$ cat config.mk
export PLATFORM = sky130hd
export DESIGN_NAME = netstring_deframer_flat
export DESIGN_NICKNAME = d
export VERILOG_FILES = /design/src/rtl/nsd_pkg.sv /design/src/rtl/nsd_in_if.sv /design/src/rtl/nsd_out_if.sv /design/src/rtl/netstring_deframer.sv /design/src/flat_wrapper.sv
export SDC_FILE = /design/constraint.sdc
export NUM_CORES = 1
export LEC_CHECK = 0
export BUFFER_PORTS_ARGS = -buffer_cell sky130_fd_sc_hd__buf_4
export CAP_MARGIN = 20
export CORE_ASPECT_RATIO = 0.7
export CORE_UTILIZATION = 37
export CTS_CLUSTER_DIAMETER = 100
export DETAILED_ROUTE_END_ITERATION = 16
export SKIP_LAST_GASP = 1
export SLEW_MARGIN = 15
export SYNTH_ARGS = -nofsm -noshare
export SYNTH_HDL_FRONTEND = slang
export SYNTH_SLANG_ARGS = --single-unit
$ cat constraint.sdc
create_clock -name clk -period 10.4 [get_ports clk]
set_input_delay 0.52 -clock clk [delete_from_list [all_inputs] [get_ports clk]]
set_output_delay 0.52 -clock clk [all_outputs]
set_load 0.01 [all_outputs]
$ cat src/rtl/nsd_pkg.sv
`timescale 1ns / 1ps
// ----------------------------------------------------------------------------
// nsd_pkg
// Shared types and constants of the netstring deframer.
// ----------------------------------------------------------------------------
package nsd_pkg;

	localparam int unsigned DEF_MAX_FRAME_BYTES = 128;

	localparam logic [7:0] RST_MAX_PAYLOAD_LEN = 8'd124;
	localparam logic [7:0] RST_TERMINATOR_CHAR = 8'd59;
	localparam logic [7:0] COLON_CHAR          = 8'h3a;
	localparam logic [7:0] DIGIT_ZERO          = 8'h30;
	localparam logic [7:0] DIGIT_NINE          = 8'h39;

	localparam int unsigned APB_ADDR_W = 3;
	localparam int unsigned APB_DATA_W = 32;

	// Register index, taken from the word address bit of paddr.
	typedef enum logic {
		REG_MAX_PAYLOAD_LEN = 1'b0,
		REG_TERMINATOR_CHAR = 1'b1
	} reg_idx_t;

	typedef enum logic [1:0] {
		PH_HUNT    = 2'd0,
		PH_PAYLOAD = 2'd1,
		PH_TERM    = 2'd2
	} phase_t;

	typedef enum logic [1:0] {
		KIND_BYTE  = 2'd0,
		KIND_GOOD  = 2'd1,
		KIND_ERROR = 2'd2
	} kind_t;

	typedef enum logic [1:0] {
		ERR_NONE     = 2'd0,
		ERR_HEADER   = 2'd1,
		ERR_TOO_LONG = 2'd2,
		ERR_TERM     = 2'd3
	} err_t;

	function automatic logic is_space(input logic [7:0] c);
		is_space = (c == 8'h20) || ((c >= 8'h09) && (c <= 8'h0d));
	endfunction

endpackage

$ cat src/rtl/nsd_in_if.sv
`timescale 1ns / 1ps
// ----------------------------------------------------------------------------
// nsd_in_if
// Byte channel into the deframer: one stream byte per beat.
// ----------------------------------------------------------------------------
interface nsd_in_if;
	logic       valid;
	logic       ready;
	logic [7:0] in_byte;

	modport source (output valid, output in_byte, input ready);
	modport sink (input valid, input in_byte, output ready);
endinterface

$ cat src/rtl/nsd_out_if.sv
`timescale 1ns / 1ps
// ----------------------------------------------------------------------------
// nsd_out_if
// Result channel out of the deframer: one payload byte, end or error per beat.
// ----------------------------------------------------------------------------
interface nsd_out_if;
	logic       valid;
	logic       ready;
	logic [1:0] out_kind;
	logic [7:0] out_byte;
	logic       out_last;
	logic [1:0] err_code;
	logic [7:0] frame_len;

	modport source (output valid, output out_kind, output out_byte, output out_last,
		output err_code, output frame_len, input ready);
	modport sink (input valid, input out_kind, input out_byte, input out_last,
		input err_code, input frame_len, output ready);
endinterface

$ cat src/rtl/netstring_deframer.sv
`timescale 1ns / 1ps
// ----------------------------------------------------------------------------
// netstring_deframer
// Splits a byte stream into <length>':'<payload><terminator> frames.
// ----------------------------------------------------------------------------
// A byte accepted on din passes the input register and then the result register to dout.
// Throughput: one byte per cycle unless dout stalls; the input register and the
// result register let a new byte enter while a finished result still waits on dout.
// Reset (arst_n low, asynchronous): the parser returns to header hunt, both
// channels go empty and the registers take their defaults (124 and ';').
module netstring_deframer #(
	parameter int unsigned MAX_FRAME_BYTES = nsd_pkg::DEF_MAX_FRAME_BYTES
) (
	input  logic                           clk,
	input  logic                           arst_n,
	nsd_in_if.sink                         din,
	nsd_out_if.source                      dout,
	input  logic                           psel,
	input  logic                           penable,
	input  logic                           pwrite,
	input  logic [nsd_pkg::APB_ADDR_W-1:0] paddr,
	input  logic [nsd_pkg::APB_DATA_W-1:0] pwdata,
	output logic [nsd_pkg::APB_DATA_W-1:0] prdata,
	output logic                           pready
);

	localparam logic [7:0] FRAME_LIMIT = 8'(MAX_FRAME_BYTES);

	logic [7:0] max_len_q;
	logic [7:0] term_q;
	logic       cfg_wr;
	nsd_pkg::reg_idx_t cfg_idx;

	logic       valid_s1;
	logic [7:0] byte_s1;
	logic       fire;

	nsd_pkg::phase_t phase_q, phase_d;
	logic [7:0] len_q, len_d;
	logic [7:0] left_q, left_d;
	logic       seen_q, seen_d;

	logic [7:0]  limit;
	logic        is_digit;
	logic [11:0] next_len;
	logic [7:0]  left_dec;

	logic            emit;
	nsd_pkg::kind_t  kind_d;
	nsd_pkg::err_t   err_d;
	logic [7:0]      obyte_d;
	logic            last_d;
	logic [7:0]      flen_d;

	logic            out_valid_q;
	nsd_pkg::kind_t  kind_q;
	nsd_pkg::err_t   err_q;
	logic [7:0]      obyte_q;
	logic            last_q;
	logic [7:0]      flen_q;

	// Configuration port.
	assign pready  = 1'b1;
	assign cfg_idx = nsd_pkg::reg_idx_t'(paddr[2]);
	assign cfg_wr  = psel && penable && pwrite && pready;

	always_ff @(posedge clk or negedge arst_n) begin
		if (!arst_n) begin
			max_len_q <= nsd_pkg::RST_MAX_PAYLOAD_LEN;
			term_q    <= nsd_pkg::RST_TERMINATOR_CHAR;
		end else if (cfg_wr) begin
			unique case (cfg_idx)
				nsd_pkg::REG_MAX_PAYLOAD_LEN: max_len_q <= pwdata[7:0];
				nsd_pkg::REG_TERMINATOR_CHAR: term_q    <= pwdata[7:0];
				default: ;
			endcase
		end
	end

	always_comb begin
		unique case (cfg_idx)
			nsd_pkg::REG_MAX_PAYLOAD_LEN: prdata = {24'd0, max_len_q};
			nsd_pkg::REG_TERMINATOR_CHAR: prdata = {24'd0, term_q};
			default:                      prdata = '0;
		endcase
	end

	// Input register. The parse step fires when the result register is free or being read.
	assign fire      = valid_s1 && (!out_valid_q || dout.ready);
	assign din.ready = !valid_s1 || fire;

	always_ff @(posedge clk or negedge arst_n) begin
		if (!arst_n) begin
			valid_s1 <= 1'b0;
		end else if (din.ready) begin
			valid_s1 <= din.valid;
		end
	end

	always_ff @(posedge clk) begin
		if (din.valid && din.ready) begin
			byte_s1 <= din.in_byte;
		end
	end

	// Length arithmetic: len * 10 as two shifts, plus the digit's low nibble.
	assign limit    = (max_len_q > FRAME_LIMIT) ? FRAME_LIMIT : max_len_q;
	assign is_digit = (byte_s1 >= nsd_pkg::DIGIT_ZERO) && (byte_s1 <= nsd_pkg::DIGIT_NINE);
	assign next_len = {1'b0, len_q, 3'b000} + {3'b000, len_q, 1'b0} + {8'd0, byte_s1[3:0]};
	assign left_dec = (left_q != 8'd0) ? (left_q - 8'd1) : left_q;

	always_ff @(posedge clk or negedge arst_n) begin
		if (!arst_n) begin
			phase_q <= nsd_pkg::PH_HUNT;
			len_q   <= 8'd0;
			left_q  <= 8'd0;
			seen_q  <= 1'b0;
		end else if (fire) begin
			phase_q <= phase_d;
			len_q   <= len_d;
			left_q  <= left_d;
			seen_q  <= seen_d;
		end
	end

	always_comb begin
		phase_d = phase_q;
		len_d   = len_q;
		left_d  = left_q;
		seen_d  = seen_q;
		emit    = 1'b0;
		kind_d  = nsd_pkg::KIND_BYTE;
		err_d   = nsd_pkg::ERR_NONE;
		obyte_d = 8'd0;
		last_d  = 1'b0;
		flen_d  = 8'd0;
		unique case (phase_q)
			nsd_pkg::PH_PAYLOAD: begin
				emit    = 1'b1;
				obyte_d = byte_s1;
				left_d  = left_dec;
				if (left_dec == 8'd0) begin
					phase_d = nsd_pkg::PH_TERM;
				end
			end
			nsd_pkg::PH_TERM: begin
				emit    = 1'b1;
				last_d  = 1'b1;
				phase_d = nsd_pkg::PH_HUNT;
				len_d   = 8'd0;
				left_d  = 8'd0;
				seen_d  = 1'b0;
				if (byte_s1 == term_q) begin
					kind_d = nsd_pkg::KIND_GOOD;
					flen_d = len_q;
				end else begin
					kind_d = nsd_pkg::KIND_ERROR;
					err_d  = nsd_pkg::ERR_TERM;
				end
			end
			default: begin
				// Header hunt; the unused phase code is parsed the same way.
				priority if (!seen_q && nsd_pkg::is_space(byte_s1)) begin
					phase_d = phase_q;
				end else if (is_digit && (next_len <= {4'd0, limit})) begin
					len_d  = next_len[7:0];
					seen_d = 1'b1;
				end else if (byte_s1 == nsd_pkg::COLON_CHAR) begin
					left_d  = len_q;
					seen_d  = 1'b0;
					phase_d = (len_q == 8'd0) ? nsd_pkg::PH_TERM : nsd_pkg::PH_PAYLOAD;
				end else begin
					emit    = 1'b1;
					last_d  = 1'b1;
					kind_d  = nsd_pkg::KIND_ERROR;
					err_d   = is_digit ? nsd_pkg::ERR_TOO_LONG : nsd_pkg::ERR_HEADER;
					phase_d = nsd_pkg::PH_HUNT;
					len_d   = 8'd0;
					left_d  = 8'd0;
					seen_d  = 1'b0;
				end
			end
		endcase
	end

	// Result register.
	always_ff @(posedge clk or negedge arst_n) begin
		if (!arst_n) begin
			out_valid_q <= 1'b0;
		end else if (fire) begin
			out_valid_q <= emit;
		end else if (dout.ready) begin
			out_valid_q <= 1'b0;
		end
	end

	always_ff @(posedge clk) begin
		if (fire && emit) begin
			kind_q  <= kind_d;
			err_q   <= err_d;
			obyte_q <= obyte_d;
			last_q  <= last_d;
			flen_q  <= flen_d;
		end
	end

	assign dout.valid     = out_valid_q;
	assign dout.out_kind  = kind_q;
	assign dout.out_byte  = obyte_q;
	assign dout.out_last  = last_q;
	assign dout.err_code  = err_q;
	assign dout.frame_len = flen_q;

endmodule

$ cat src/flat_wrapper.sv
// flat-port wrapper written by rule: the top's interface ports become plain ports
module netstring_deframer_flat 
#(
	parameter int unsigned MAX_FRAME_BYTES = nsd_pkg::DEF_MAX_FRAME_BYTES
)
  (clk, arst_n, psel, penable, pwrite, paddr, pwdata, prdata, pready, din_valid, din_in_byte, din_ready, dout_valid, dout_out_kind, dout_out_byte, dout_out_last, dout_err_code, dout_frame_len, dout_ready);
  nsd_in_if din_i ();
  nsd_out_if dout_i ();
  input  logic clk;
  input  logic arst_n;
  input  logic psel;
  input  logic penable;
  input  logic pwrite;
  input  logic [nsd_pkg::APB_ADDR_W-1:0] paddr;
  input  logic [nsd_pkg::APB_DATA_W-1:0] pwdata;
  output logic [nsd_pkg::APB_DATA_W-1:0] prdata;
  output logic pready;
  input wire logic [$bits(din_i.valid)-1:0] din_valid;
  input wire logic [$bits(din_i.in_byte)-1:0] din_in_byte;
  output wire logic [$bits(din_i.ready)-1:0] din_ready;
  output wire logic [$bits(dout_i.valid)-1:0] dout_valid;
  output wire logic [$bits(dout_i.out_kind)-1:0] dout_out_kind;
  output wire logic [$bits(dout_i.out_byte)-1:0] dout_out_byte;
  output wire logic [$bits(dout_i.out_last)-1:0] dout_out_last;
  output wire logic [$bits(dout_i.err_code)-1:0] dout_err_code;
  output wire logic [$bits(dout_i.frame_len)-1:0] dout_frame_len;
  input wire logic [$bits(dout_i.ready)-1:0] dout_ready;
  assign din_i.valid = din_valid;
  assign din_i.in_byte = din_in_byte;
  assign din_ready = din_i.ready;
  assign dout_valid = dout_i.valid;
  assign dout_out_kind = dout_i.out_kind;
  assign dout_out_byte = dout_i.out_byte;
  assign dout_out_last = dout_i.out_last;
  assign dout_err_code = dout_i.err_code;
  assign dout_frame_len = dout_i.frame_len;
  assign dout_i.ready = dout_ready;
  netstring_deframer #(.MAX_FRAME_BYTES(MAX_FRAME_BYTES)) u_core (.clk(clk), .arst_n(arst_n), .din(din_i), .dout(dout_i), .psel(psel), .penable(penable), .pwrite(pwrite), .paddr(paddr), .pwdata(pwdata), .prdata(prdata), .pready(pready));
endmodule
-- Word level (Yosys, flattened, before mapping)
Cells that the tools add are included.
- register bits: 66
- bits in latches: 0
- RAM bits: 0
- bits in read-only memories: 0
- bits of input ports: 50
- output and inout port bits: 56
- word-level logic and storage cells: 97
- memories kept: 0
- add/subtract/negate cells: 3
- multiply operators: 0
- div/mod/pow operators: 0
- $lt $le $gt $ge: 6
- equal/unequal tests: 9
- shift-type cells: 0
- multiplexer cells: 37
- bitwise logic cells: 2
- reduce and logical (&&, ||, !) cells: 26
- operators with widths (cell ; number):
    $pmux W32 S2 ; 1
    $mux W8 ; 7
    $pmux W8 S2 ; 2
    $mux W2 ; 14
    $eq A8 B6 Y1 const B ; 2
    $logic_not A8 Y1 ; 2
    $add A11 B9 Y12 ; 1
    $add A12 B4 Y12 ; 1
    $le A12 B8 Y1 ; 1
    $pmux W2 S2 ; 3
    $logic_and A1 B1 Y1 ; 9
    $eq A8 B8 Y1 ; 1
    $ge A8 B4 Y1 const B ; 1
    $ge A8 B6 Y1 const B ; 1
    $gt A8 B8 Y1 const B ; 1
    $le A8 B4 Y1 const B ; 1
    $le A8 B6 Y1 const B ; 1
    $mux W1 ; 8
    $reduce_bool A8 Y1 ; 1
    $sub A8 B1 Y8 const B ; 1
    $ne A3 B3 Y1 const B ; 2
    $reduce_and A2 Y1 ; 3
    $reduce_and A3 Y1 ; 2
    $pmux W1 S2 ; 2
    other kinds (10) ; 15

-- Longest topological paths before layout
Gate-level depths: netlist of the first run.
- depth after elaboration: 8
- depth in mapped cells: 15
- mapped depth without buffers: 14

-- Worst setup path after synthesis of the first run
OpenSTA, ideal clock, no wires.
- path type: register to register
- from: register u_core.byte_s1[3]
- to: register u_core.err_q[0] (netlist: u_core.dout.err_code[0]) (enable)
- setup time: 376 ps
- arrival time: 3840 ps
- data required time: 10024 ps
- path slack: 6184 ps
- cell stages (with the launch flop): 16
- path buffers: 1
- clock period less this slack: 4216 ps
- cells stage by stage: edfxtp_1 fa_1 ha_1 a211oi_1 o21bai_1 a21oi_1 xnor2_1 ha_1 nand4_1 nor2_1 a211o_1 and4b_1 a31oi_4 buf_6 nand2_1 inv_1
- word-level cells in the longest chain between the ends: 7
- elaborated cells between the ends (all ways): 18
- classes of those cells: add/sub (1); order compare (5); eq/ne (2); mux (4); reduce/logical (6)
- ends and longest elaborated chain (what ; line ; RTL):
    from (decl) ; netstring_deframer.sv:35 ; logic [7:0] byte_s1;
    from (signal assigned) ; netstring_deframer.sv:102 ; byte_s1 <= din.in_byte;
    $add A12 B4 Y12 (tied with other cells) ; netstring_deframer.sv:109 ; assign next_len = {1'b0, len_q, 3'b000} + {3'b000, len_q, 1'b0} + {8'd0, byte_s1[3:0]};
    $le A12 B8 Y1 (tied with other cells) ; netstring_deframer.sv:165 ; end else if (is_digit && (next_len <= {4'd0, limit})) begin
    $logic_and A1 B1 Y1 / $logic_or A1 B1 Y1 (equally long branches) ; netstring_deframer.sv:165, nsd_pkg.sv:45 ;
    $mux W1 / $logic_and A1 B1 Y1 (equally long branches) ; netstring_deframer.sv:165, netstring_deframer.sv:163 ;
    $mux W1 (*) ; netstring_deframer.sv:163 ; priority if (!seen_q && nsd_pkg::is_space(byte_s1)) begin
    $mux W1 (*) ; netstring_deframer.sv:137 ; unique case (phase_q)
    $logic_and A1 B1 Y1 (*) ; netstring_deframer.sv:198 ; if (fire && emit) begin
    to (signal assigned) ; netstring_deframer.sv:200 ; err_q <= err_d;
    to (decl) ; netstring_deframer.sv:57 ; nsd_pkg::err_t err_q;
Every way passes the cells marked *; elsewhere a longest branch is shown, timed or not.
A chain may end at the register's enable or synchronous reset.

-- Final worst setup path of the first run
- from: register u_core.byte_s1[3]
- to: register u_core.flen_q[1] (netlist: u_core.dout.frame_len[1]) (enable)
- word-level cells in the longest chain between the ends: 7
- elaborated cells between the ends (all ways): 18
- classes of those cells: add/sub (1); order compare (5); eq/ne (2); mux (4); reduce/logical (6)
- ends and longest elaborated chain (what ; line ; RTL):
    $add A12 B4 Y12 (tied with other cells) ; netstring_deframer.sv:109 ;
    $le A12 B8 Y1 (tied with other cells) ; netstring_deframer.sv:165 ;
    $logic_and A1 B1 Y1 / $logic_or A1 B1 Y1 (equally long branches) ; netstring_deframer.sv:165, nsd_pkg.sv:45 ;
    $mux W1 / $logic_and A1 B1 Y1 (equally long branches) ; netstring_deframer.sv:165, netstring_deframer.sv:163 ;
    $mux W1 (*) ; netstring_deframer.sv:163 ;
    $mux W1 (*) ; netstring_deframer.sv:137 ;
    $logic_and A1 B1 Y1 (*) ; netstring_deframer.sv:198 ;
    to (signal assigned) ; netstring_deframer.sv:203 ; flen_q <= flen_d;
    to (decl) ; netstring_deframer.sv:60 ; logic [7:0] flen_q;
Marks and branches as above.

==> metrics.yaml, run 1 <==
critPathArrivalTime_ps: 4920
post-route-worst-setup-slack_ps: 5440
grt_max_degree: 38
clock.fmax_mhz: 202
area_delta_synth_final_pct: 18.9
fin_nets: 505
hold_viol: 0
grt_pass1_vias: 2716
postRouteAntennaNets: 0
switching_share_pct: 27.2
fin_skew_ps: 5.91
reg2reg_slack_ps: 5440
startpoint_type: "flop"
multiInputGateArea_mm2: 0.00203
outcome: "completed"
drtIter0Drc: 142
final_layout_size_suffix_gt1_share_pct: 26.9
vias: 2852
synth_top_area_cell: "edfxtp_1"
synth_area_per_cell_um2: 10.9
tightest_slew_ps: 925
min_path_type: "input pin to async pin"
postCtsSetupBuffers: 0
crit_path_max_fanout: 21
total_power_uw: 817
clock_path_buffers: 2
die_w_um: 127
grt_pass1_wl_mm: 14.5
cts_tree: "built"
grt_usage_pct: 17.1
synthMostInstantiatedCell: "edfxtp_1"
hold_buffers: 0
p_per_area_mw_per_mm2: 171
max-cap-violations: 0
diodes: 0
grt.met2_usage_pct: 23.3
top_usage_layer: "met1"
hpwl_mm: 6.73
fillers: 984
avgViaCountPerCell: 5.07
period_share_pct: 47.7
cts.clk_slew.worst_paths_ps: 60
p_sw_uw: 222
pin_count: 106
numPortBuffers: 54
cp-end-kind: "flop"
core.rowCount: 31
synthTopCellsByArea: "edfxtp_1 (22%), dfrtp_1 (17%), ha_1 (8.4%)"
synth_enable_flop_cells: 29
leakage_uw: 0.00212
cts-root-buf: "clkbuf_16"
cts_inserted_buffers: 9
use_met1_pct: 25.9
internal-power_uw: 595
die_area_mm2: 0.0113
coreArea_mm2: 0.0104
synth_top_area_share_pct: 21.7
cts_resized: 0
gr-total-overflow: 0
maxSlewHeadroom_pct: 36.8
clock_sinks: 66
fin_setup_tns_ps: 0
r2r_cells: 14
clock_latency_ps: 330
gp_congestion: 0.862
r2r-start: "u_core.byte_s1[3]"
drc: 0
syn-cell-area_mm2: 0.00402
synth_async_sr_flop_share_pct: 56.1
synth_cells: 368
initial_utilization_pct: 38.5
ys_warn_count: 0
htreeDepth: 3
wl_mm: 8.87
pre_cts_ws_ps: 5440
finalSetupViolations: 0
rsz0062_at_grt: "no"
clkPwrFrac_pct: 40.0
critPathLaunch: "u_core.byte_s1[3]"
post_drt_wl_per_cell_um: 15.8
met3_usage_pct: 5.09
pwr-share-comb_pct: 18.8
period_minus_slack_ps: 4960
peakVddDrop_v: 0.0000810
worstReg2RegEnd: "u_core.dout.frame_len[1]"
p_seq_share_pct: 41.2
antenna_found_initial: 0
slew_viol_final: 0
ys_seq_area_share_pct: 45.1
ys_types: 60
required_ps: 10360
ys.flop_type: "edfxtp_1"
seq_area_mm2: 0.00181
dr.pass1.iters: 4
synthTopCellsByCount: "edfxtp_1 (29), nand2_1 (28), dfrtp_1 (27), ha_1 (27), buf_4 (25)"
die_y_um: 89.2
ys_seq_elements: 66
path_class: "flop to flop"
## registers in the layout, indices dropped and copies added (netlist names), 2 cells and up
name,count
u_core.byte_s1,8
u_core.dout.err_code,2
u_core.dout.frame_len,8
u_core.dout.out_byte,8
u_core.dout.out_kind,2
u_core.left_q,8
u_core.len_q,8
u_core.max_len_q,8
u_core.phase_q,2
u_core.term_q,8
## power groups by stage
stage / clock network, uW / logic [uW] / registers [uW]
floorplan: 0 / 104 / 336
global placement: 0 / 150 / 341
detailed placement: 0 / 154 / 342
CTS: 333 / 155 / 337
global route: 345 / 171 / 342
finish: 326 / 154 / 337
## logic make-up after synthesis
| group | after synthesis | synth area share (%) |
|---|---|---|
| DFF | 66 | 45.1 |
| xor gates and xnor gates | 12 | 2.62 |
| adders and majority gates | 29 | 9.41 |
| and+or+nand+nor | 119 | 16.2 |
| AOI/OAI and AO/OA | 70 | 12.4 |
| buffers and inverters | 43 | 6.57 |
| muxes | 27 | 7.57 |
| other | 2 | 0.187 |
## routing by layer
layer  vias up  wire length, um
met5         -                0
met2        79             3470
met4         0               17
met1      1349             4880
met3         2              511
li1       1422                -
## cells in the final DEF, fill, tap and decap left out, types with 3 or more instances in the layout
cell type / netlist / final
nand2_1: 28 / 28
a211o_1: 3 / 3
ha_1: 27 / 27
clkbuf_16: 0 / 9
nor4_1: 6 / 6
nand3_1: 5 / 5
mux2i_1: 3 / 3
and2_1: 18 / 18
dfrtp_1: 27 / 27
o21ai_0: 17 / 17
a21oi_1: 14 / 14
conb_1: 2 / 25
a22o_2: 3 / 3
nor2_1: 19 / 19
nand4_1: 5 / 5
nor3_1: 8 / 8
xnor2_1: 3 / 3
inv_1: 12 / 12
nand2b_1: 10 / 10
a22o_1: 9 / 9
buf_4: 25 / 54
nor2b_1: 3 / 3
mux2_2: 23 / 23
nand3b_1: 5 / 5
dfstp_2: 10 / 10
a211oi_1: 3 / 3
edfxtp_1: 29 / 29
xor2_1: 9 / 9
## critical path, stage by stage, from the launching register on
cell	delay [ps]
edfxtp_1	540
fa_1	550
ha_1	340
a211oi_1	250
o21bai_1	130
a21oi_1	300
xnor2_1	230
ha_1	320
nand4_1	150
nor2_1	70
a211o_1	240
and4b_1	230
a31oi_4	470
nand2_1	160
inv_1	600
## cell type report
class                   count  share of cell area (%)
clock buffers              10                    4.79
clock inverters             6                    1.89
inverters                  13                    1.02
multi-input cells         282                    42.5
flip-flops and latches     66                    37.9
well taps                 132                    3.46
repair buffers             54                    8.49
## per-stage QoR
stage          cell area [um^2]  hold WS [ps]  utilization (%)  cells
2_1_floorplan              4100           224                -    391
3_3_place_gp               4460           505             42.7    547
3_5_place_dp               4460           504             42.7    547
4_1_cts                    4780           164             45.8    563
5_1_grt                    4780           182             45.8    563
6_report                   4780           160             45.8    563
## worst max-delay path by stage
| stage | depth (start not counted) | endpoint | slack (ps) |
|---|---|---|---|
| after floorplan | 15 | u_core.dout.err_code[0] | 6180 |
| after global routing | 14 | u_core.dout.out_kind[0] | 5130 |
| after CTS | 14 | u_core.dout.frame_len[0] | 5430 |
| final | 14 | u_core.dout.frame_len[1] | 5440 |
| after global placement | 14 | u_core.dout.out_byte[1] | 5460 |
| after detailed placement | 14 | u_core.dout.out_byte[7] | 5440 |
(Power assumes the default switching activity.)
==> run 2, diff against run 1 <==
==> constraint.sdc (replaced) <==
create_clock -name clk -period 5.1 [get_ports clk]
set_input_delay 0.255 -clock clk [delete_from_list [all_inputs] [get_ports clk]]
set_output_delay 0.255 -clock clk [all_outputs]
set_load 0.01 [all_outputs]
==> run 2 against run 1 <==
  * Die area stayed put
  * Flip-flop and latch count stayed put
  * Worst hold slack worse by 65 ps
  * Power is 120% higher
  * Combinational power is 100% higher
  * Cell count is 0.71% higher
  * Core utilization is 0.77 points higher
  * Sequential power is 100% higher
  * Sequential share of layout area is 0.62 points lower
  * Via count is 0.88% higher
  * Non-clock buffer count is 4 higher
  * Wire length is 0.29% higher
  * Largest cell class unchanged
  * Highest routed layer unchanged
==> metrics.yaml, run 2 (synthesized netlist as in run 1, its figures left out) <==
grt_pass1_vias: 2699  # -0.63%
clock_sinks: 66  # unchanged
cts_inserted_buffers: 9  # unchanged
die_y_um: 89.2  # unchanged
dpl_cell_area_mm2: 0.00448  # +0.51%
coreArea_mm2: 0.0104  # unchanged
cts_tree: "built"
layout_commonest_cell: "buf_4"
clock_path_buffers: 2  # unchanged
period_minus_slack_ps: 4310  # -648 ps
antenna_found_initial: 0  # unchanged
clock.fmax_mhz: 232  # +15%
wl_mm: 8.90  # +0.29%
cts.clk_slew.worst_paths_ps: 60  # about the same
p_per_area_mw_per_mm2: 364  # +110%
period_share_pct: 84.6  # +37 points
slew_viol_final: 0  # unchanged
rsz0062_at_grt: "no"
max-cap-violations: 0  # unchanged
gr-total-overflow: 0  # unchanged
layout_common_cells: "buf_4 (57), edfxtp_1 (29), nand2_1 (28)"
die_w_um: 127  # unchanged
maxSlewHeadroom_pct: 50.8  # +14 points
dr.pass1.iters: 5  # +1
peakVddDrop_v: 0.000153  # +89%
grt_pass1_wl_mm: 14.2  # -1.8%
min_path_type: "input pin to flop"
numPortBuffers: 54  # unchanged
area_delta_synth_final_pct: 20.9
critPathMostFrequentCell: "ha_1"
hold_viol: 0  # unchanged
stdcell_area_mm2: 0.00486  # +1.7%
drc: 0  # unchanged
fin_setup_tns_ps: 0  # unchanged
finalSetupViolations: 0  # unchanged
die_area_mm2: 0.0113  # unchanged
fin_skew_ps: 3.93  # -1.98 ps
cts-root-buf: "clkbuf_16"
vias: 2877  # +0.88%
core.rowCount: 31  # unchanged
htreeDepth: 3  # unchanged
whs_path_depth: 1
fin_nets: 509  # +0.79%
crit_path_max_fanout: 9  # -57%
cp-end-kind: "flop"
cp_num_buf_inv: 1  # unchanged
drtIter0Drc: 119  # -16%
slowest_delay_ps: 570  # -30 ps
required_ps: 5370  # -4990 ps
final_layout_size_suffix_gt1_share_pct: 27.4  # +0.44 points
grt_usage_pct: 16.7  # -0.40 points
cpMaxStageDelayCell: "fa_1"
postRouteAntennaNets: 0  # unchanged
outcome: "completed"
crit_cells: 14  # unchanged
initial_utilization_pct: 38.5  # unchanged
path_delay_family: "compound AO/OA/AOI/OAI gates"
r2r_cells: 14  # unchanged
postCtsSetupBuffers: 0  # unchanged
avgViaCountPerCell: 5.07  # +0.16%
grt_max_degree: 38  # unchanged
tightest_slew_ps: 728  # -197 ps
gp_congestion: 0.781  # -9.4%
pin_count: 106  # unchanged
hpwl_mm: 6.76  # +0.45%
path_cells: "fa_1, ha_1, a211oi_1, o21bai_1, a21oi_1, xnor2_1, ha_1, nand4_1, o21ai_0, nand3_1, a2111oi_0, buf_4, and4bb_2, a22o_1"
final_util_pct: 46.5  # +0.77 points
post_drt_wl_per_cell_um: 15.7  # -0.41%
path_class: "flop to flop"
clock_latency_ps: 330  # about the same
leakage_uw: 0.00217  # +2.1%
critPathArrivalTime_ps: 4580  # -340 ps
startpoint_type: "flop"
diodes: 0  # unchanged
-- run 2: what timing repair did --
action | CTS | global route
hold endpoints to repair | 27 | 0
setup endpoints to repair | 0 | 0
resized for setup | 0 | 0
hold buffers | 1 | 0
-- run 2: per-stage QoR --
step                      setup WS (ps)  std cells  hold slack [ps]  power, uW
after floorplan                     884        391            -40.6        899
after global placement              886        550              267       1000
after CTS                           794        567             82.3       1790
after detailed placement            826        550              267       1010
final                               787        567             94.9       1770
after global routing                501        567             86.2       1850
-- run 2: path summary, 6_finish.rpt --
| check | endpoint | startpoint | slack, ps |
|---|---|---|---|
| min reg2reg | u_core.seen_q | u_core.seen_q | 520 |
| max in group asynchronous | u_core.max_len_q[4] | arst_n | 4300 |
| max | u_core.len_q[7] | u_core.len_q[0] | 790 |
| min | u_core.byte_s1[0] | din_in_byte[0] | 90 |
| min in group asynchronous | u_core.max_len_q[0] | arst_n | 440 |
| max reg2reg | u_core.len_q[7] | u_core.len_q[0] | 790 |
-- run 2: final cells by class --
type | instances | area [um^2]
clock buffers | 10 | 229
clock inverters | 6 | 138
fillers | 984 | 5580
inverters | 13 | 48.8
multi-input cells | 282 | 2030
flip-flops and latches | 66 | 1810
well taps | 132 | 165
repair buffers | 58 | 438
-- run 2: power by group --
group	internal (uW)	switching (uW)	total, uW
Sequential	634	54.5	688
Clock	530	237	767
Combinational	152	162	314
-- run 2: metal layers --
metal	vias up	track usage [%]	share of wire [%]
li1	1419	-	-
met1	1375	24.4	54
met2	79	24.5	41
met3	4	4.13	4.8
met4	0	4.93	0.38
met5	-	0	0
==> run 3, diff against run 2 <==
==> constraint.sdc (replaced) <==
create_clock -name clk -period 3.79 [get_ports clk]
set_input_delay 0.1895 -clock clk [delete_from_list [all_inputs] [get_ports clk]]
set_output_delay 0.1895 -clock clk [all_outputs]
set_load 0.01 [all_outputs]
==> run 3 against run 2 <==
  * The flow now finishes with violations (setup timing)
  * Die area did not move
  * Combinational power increased by 58%
  * Critical path depth unchanged
  * Highest routed layer unchanged
  * Sequential share of layout area fell by 2.3 points
  * Register-to-register slack got worse by 800 ps
  * Power up 28%
  * Cell count grew 4.8%
  * Wire length up 6.5%
  * Critical path type unchanged
  * First-iteration DRC count rose by 2.5%
  * Sequential power is 34% higher
==> metrics.yaml, run 3 (synthesized netlist as in run 1, its figures left out) <==
cts.clk_slew.worst_paths_ps: 60  # about the same
whs_path_depth: 1  # unchanged
clkPwrFrac_pct: 37.5  # -5.8 points
fin_skew_ps: 6.74  # +2.81 ps
pre_cts_ws_ps: -190  # -1020 ps
coreArea_mm2: 0.0104  # unchanged
grt_usage_pct: 17.8  # +1.1 points
grt_pass1_wl_mm: 15.1  # +5.9%
r2r_cells: 14  # unchanged
required_ps: 3840  # -1530 ps
critPathArrivalTime_ps: 3860  # -720 ps
hold_ws_ps: 26.2  # -68.8 ps
dr.pass1.iters: 4  # -1
startpoint_type: "flop"
p_per_area_mw_per_mm2: 439  # +21%
pwr-share-comb_pct: 21.8  # +4.0 points
initial_utilization_pct: 38.5  # unchanged
cts-root-buf: "clkbuf_16"
htreeDepth: 3  # unchanged
max-cap-violations: 0  # unchanged
core.rowCount: 31  # unchanged
layout_common_cells: "buf_4 (78), edfxtp_1 (29), nand2_1 (27), dfrtp_1 (27), ha_1 (26)"
hold_viol: 0  # unchanged
die_area_mm2: 0.0113  # unchanged
gr-total-overflow: 0  # unchanged
clock.fmax_mhz: 263  # +13%
numPortBuffers: 54  # unchanged
p_seq_share_pct: 40.6  # +1.7 points
pin_count: 106  # unchanged
crit_path_max_fanout: 10  # +1
diodes: 0  # unchanged
cts_tree: "built"
clock_sinks: 66  # unchanged
wl_mm: 9.47  # +6.5%
outcome: "finished with violations"
hpwl_mm: 7.06  # +4.4%
avgViaCountPerCell: 5.10  # +0.43%
finalSetupViolations: 11  # +11
area_delta_synth_final_pct: 28.8
tightest_slew_ps: 733  # +5.51 ps
layout_commonest_cell: "buf_4"
peakVddDrop_v: 0.000209  # +36%
violations: "setup timing"
drtIter0Drc: 122  # +2.5%
internal-power_uw: 1630  # +24%
post-route-worst-setup-slack_ps: -14.3  # -801 ps
p_sw_uw: 642  # +41%
cts_inserted_buffers: 9  # unchanged
grt_pass1_vias: 2897  # +7.3%
period_minus_slack_ps: 3800  # -509 ps
die_y_um: 89.2  # unchanged
fin_setup_tns_ps: -131  # -131 ps
slew_viol_final: 0  # unchanged
leakage_uw: 0.00231  # +6.4%
die_w_um: 127  # unchanged
min_path_type: "input pin to flop"
rsz0062_at_grt: "yes"
period_share_pct: 100  # +16 points
maxSlewHeadroom_pct: 50.4  # -0.37 points
path_class: "flop to flop"
post_drt_wl_per_cell_um: 15.9  # +1.6%
cp-end-kind: "flop"
clock_path_buffers: 2  # unchanged
gp_congestion: 0.869  # +11%
final_layout_size_suffix_gt1_share_pct: 36.1  # +8.8 points
postRouteAntennaNets: 0  # unchanged
vias: 3027  # +5.2%
grt_max_degree: 38  # unchanged
clock_latency_ps: 340  # about the same
switching_share_pct: 28.3  # +2.6 points
drc: 0  # unchanged
antenna_found_initial: 0  # unchanged
fin_nets: 536  # +5.3%
-- run 3: worst max-delay path, stage by stage, from the launching register on --
cell	delay [ps]
edfxtp_1	430
fa_2	610
ha_4	220
a211oi_2	200
o21bai_2	100
a21oi_2	220
xnor2_2	110
ha_1	330
nand4_1	140
a211o_1	310
and4b_2	250
a31oi_4	240
nand2_4	90
clkinvlp_4	110
clkbuf_16	160
-- run 3: per-layer routing --
| layer | part of all wire [%] | wire [um] | vias up | GRT usage [%] |
|---|---|---|---|---|
| li1 | - | - | 1477 | - |
| met1 | 54 | 5100 | 1472 | 25.7 |
| met2 | 41 | 3880 | 69 | 25.8 |
| met3 | 4.2 | 402 | 9 | 4.37 |
| met4 | 0.98 | 93 | 0 | 6.46 |
| met5 | 0 | 0 | - | 0 |
-- run 3: area by class of cell --
cell class	count	area [um^2]
Sequential cell	66	1810
Inverter	13	52.6
Tap cell	132	165
Multi-Input combinational cell	283	2150
Timing Repair Buffer	84	692
Clock buffer	10	239
Clock inverter	6	63.8
Fill cell	946	5260
-- run 3: through the flow --
stage | util, % | total power [uW] | instances | instance area, um^2
6_report | 49.6 | 2270 | 594 | 5170
5_1_grt | 49.6 | 2380 | 594 | 5170
4_1_cts | 48.3 | 2250 | 591 | 5040
3_5_place_dp | 44.8 | 1390 | 570 | 4680
3_3_place_gp | 44.8 | 1380 | 570 | 4680
2_1_floorplan | - | 1210 | 391 | 4120
-- run 3: power by group through the flow --
stage / combinational [uW] / sequential [uW] / clock, uW
floorplan: 291 / 923 / 0
global placement: 450 / 929 / 0
detailed placement: 459 / 934 / 0
CTS: 466 / 920 / 866
global route: 546 / 935 / 895
finish: 496 / 924 / 853
-- run 3: final timing paths --
path | startpoint | end | slack [ps]
setup reg to reg | u_core.byte_s1[3] | u_core.dout.frame_len[7] | -10
setup / recovery | u_core.byte_s1[3] | u_core.dout.frame_len[7] | -10
min in group asynchronous | arst_n | u_core.left_q[6] | 380
hold reg to reg | u_core.max_len_q[0] | u_core.max_len_q[0] | 530
hold / removal | din_in_byte[3] | u_core.byte_s1[3] | 30
max in group asynchronous | arst_n | u_core.max_len_q[4] | 3050
-- run 3: repair_timing --
action | in CTS | in global routing
pin swaps | 3 | 5
hold buffers | 1 | 0
endpoints found under the hold margin | 27 | 0
buffers inserted | 4 | 1
gates cloned | 0 | 2
endpoints found under the setup margin | 39 | 43
resized for setup | 5 | 20
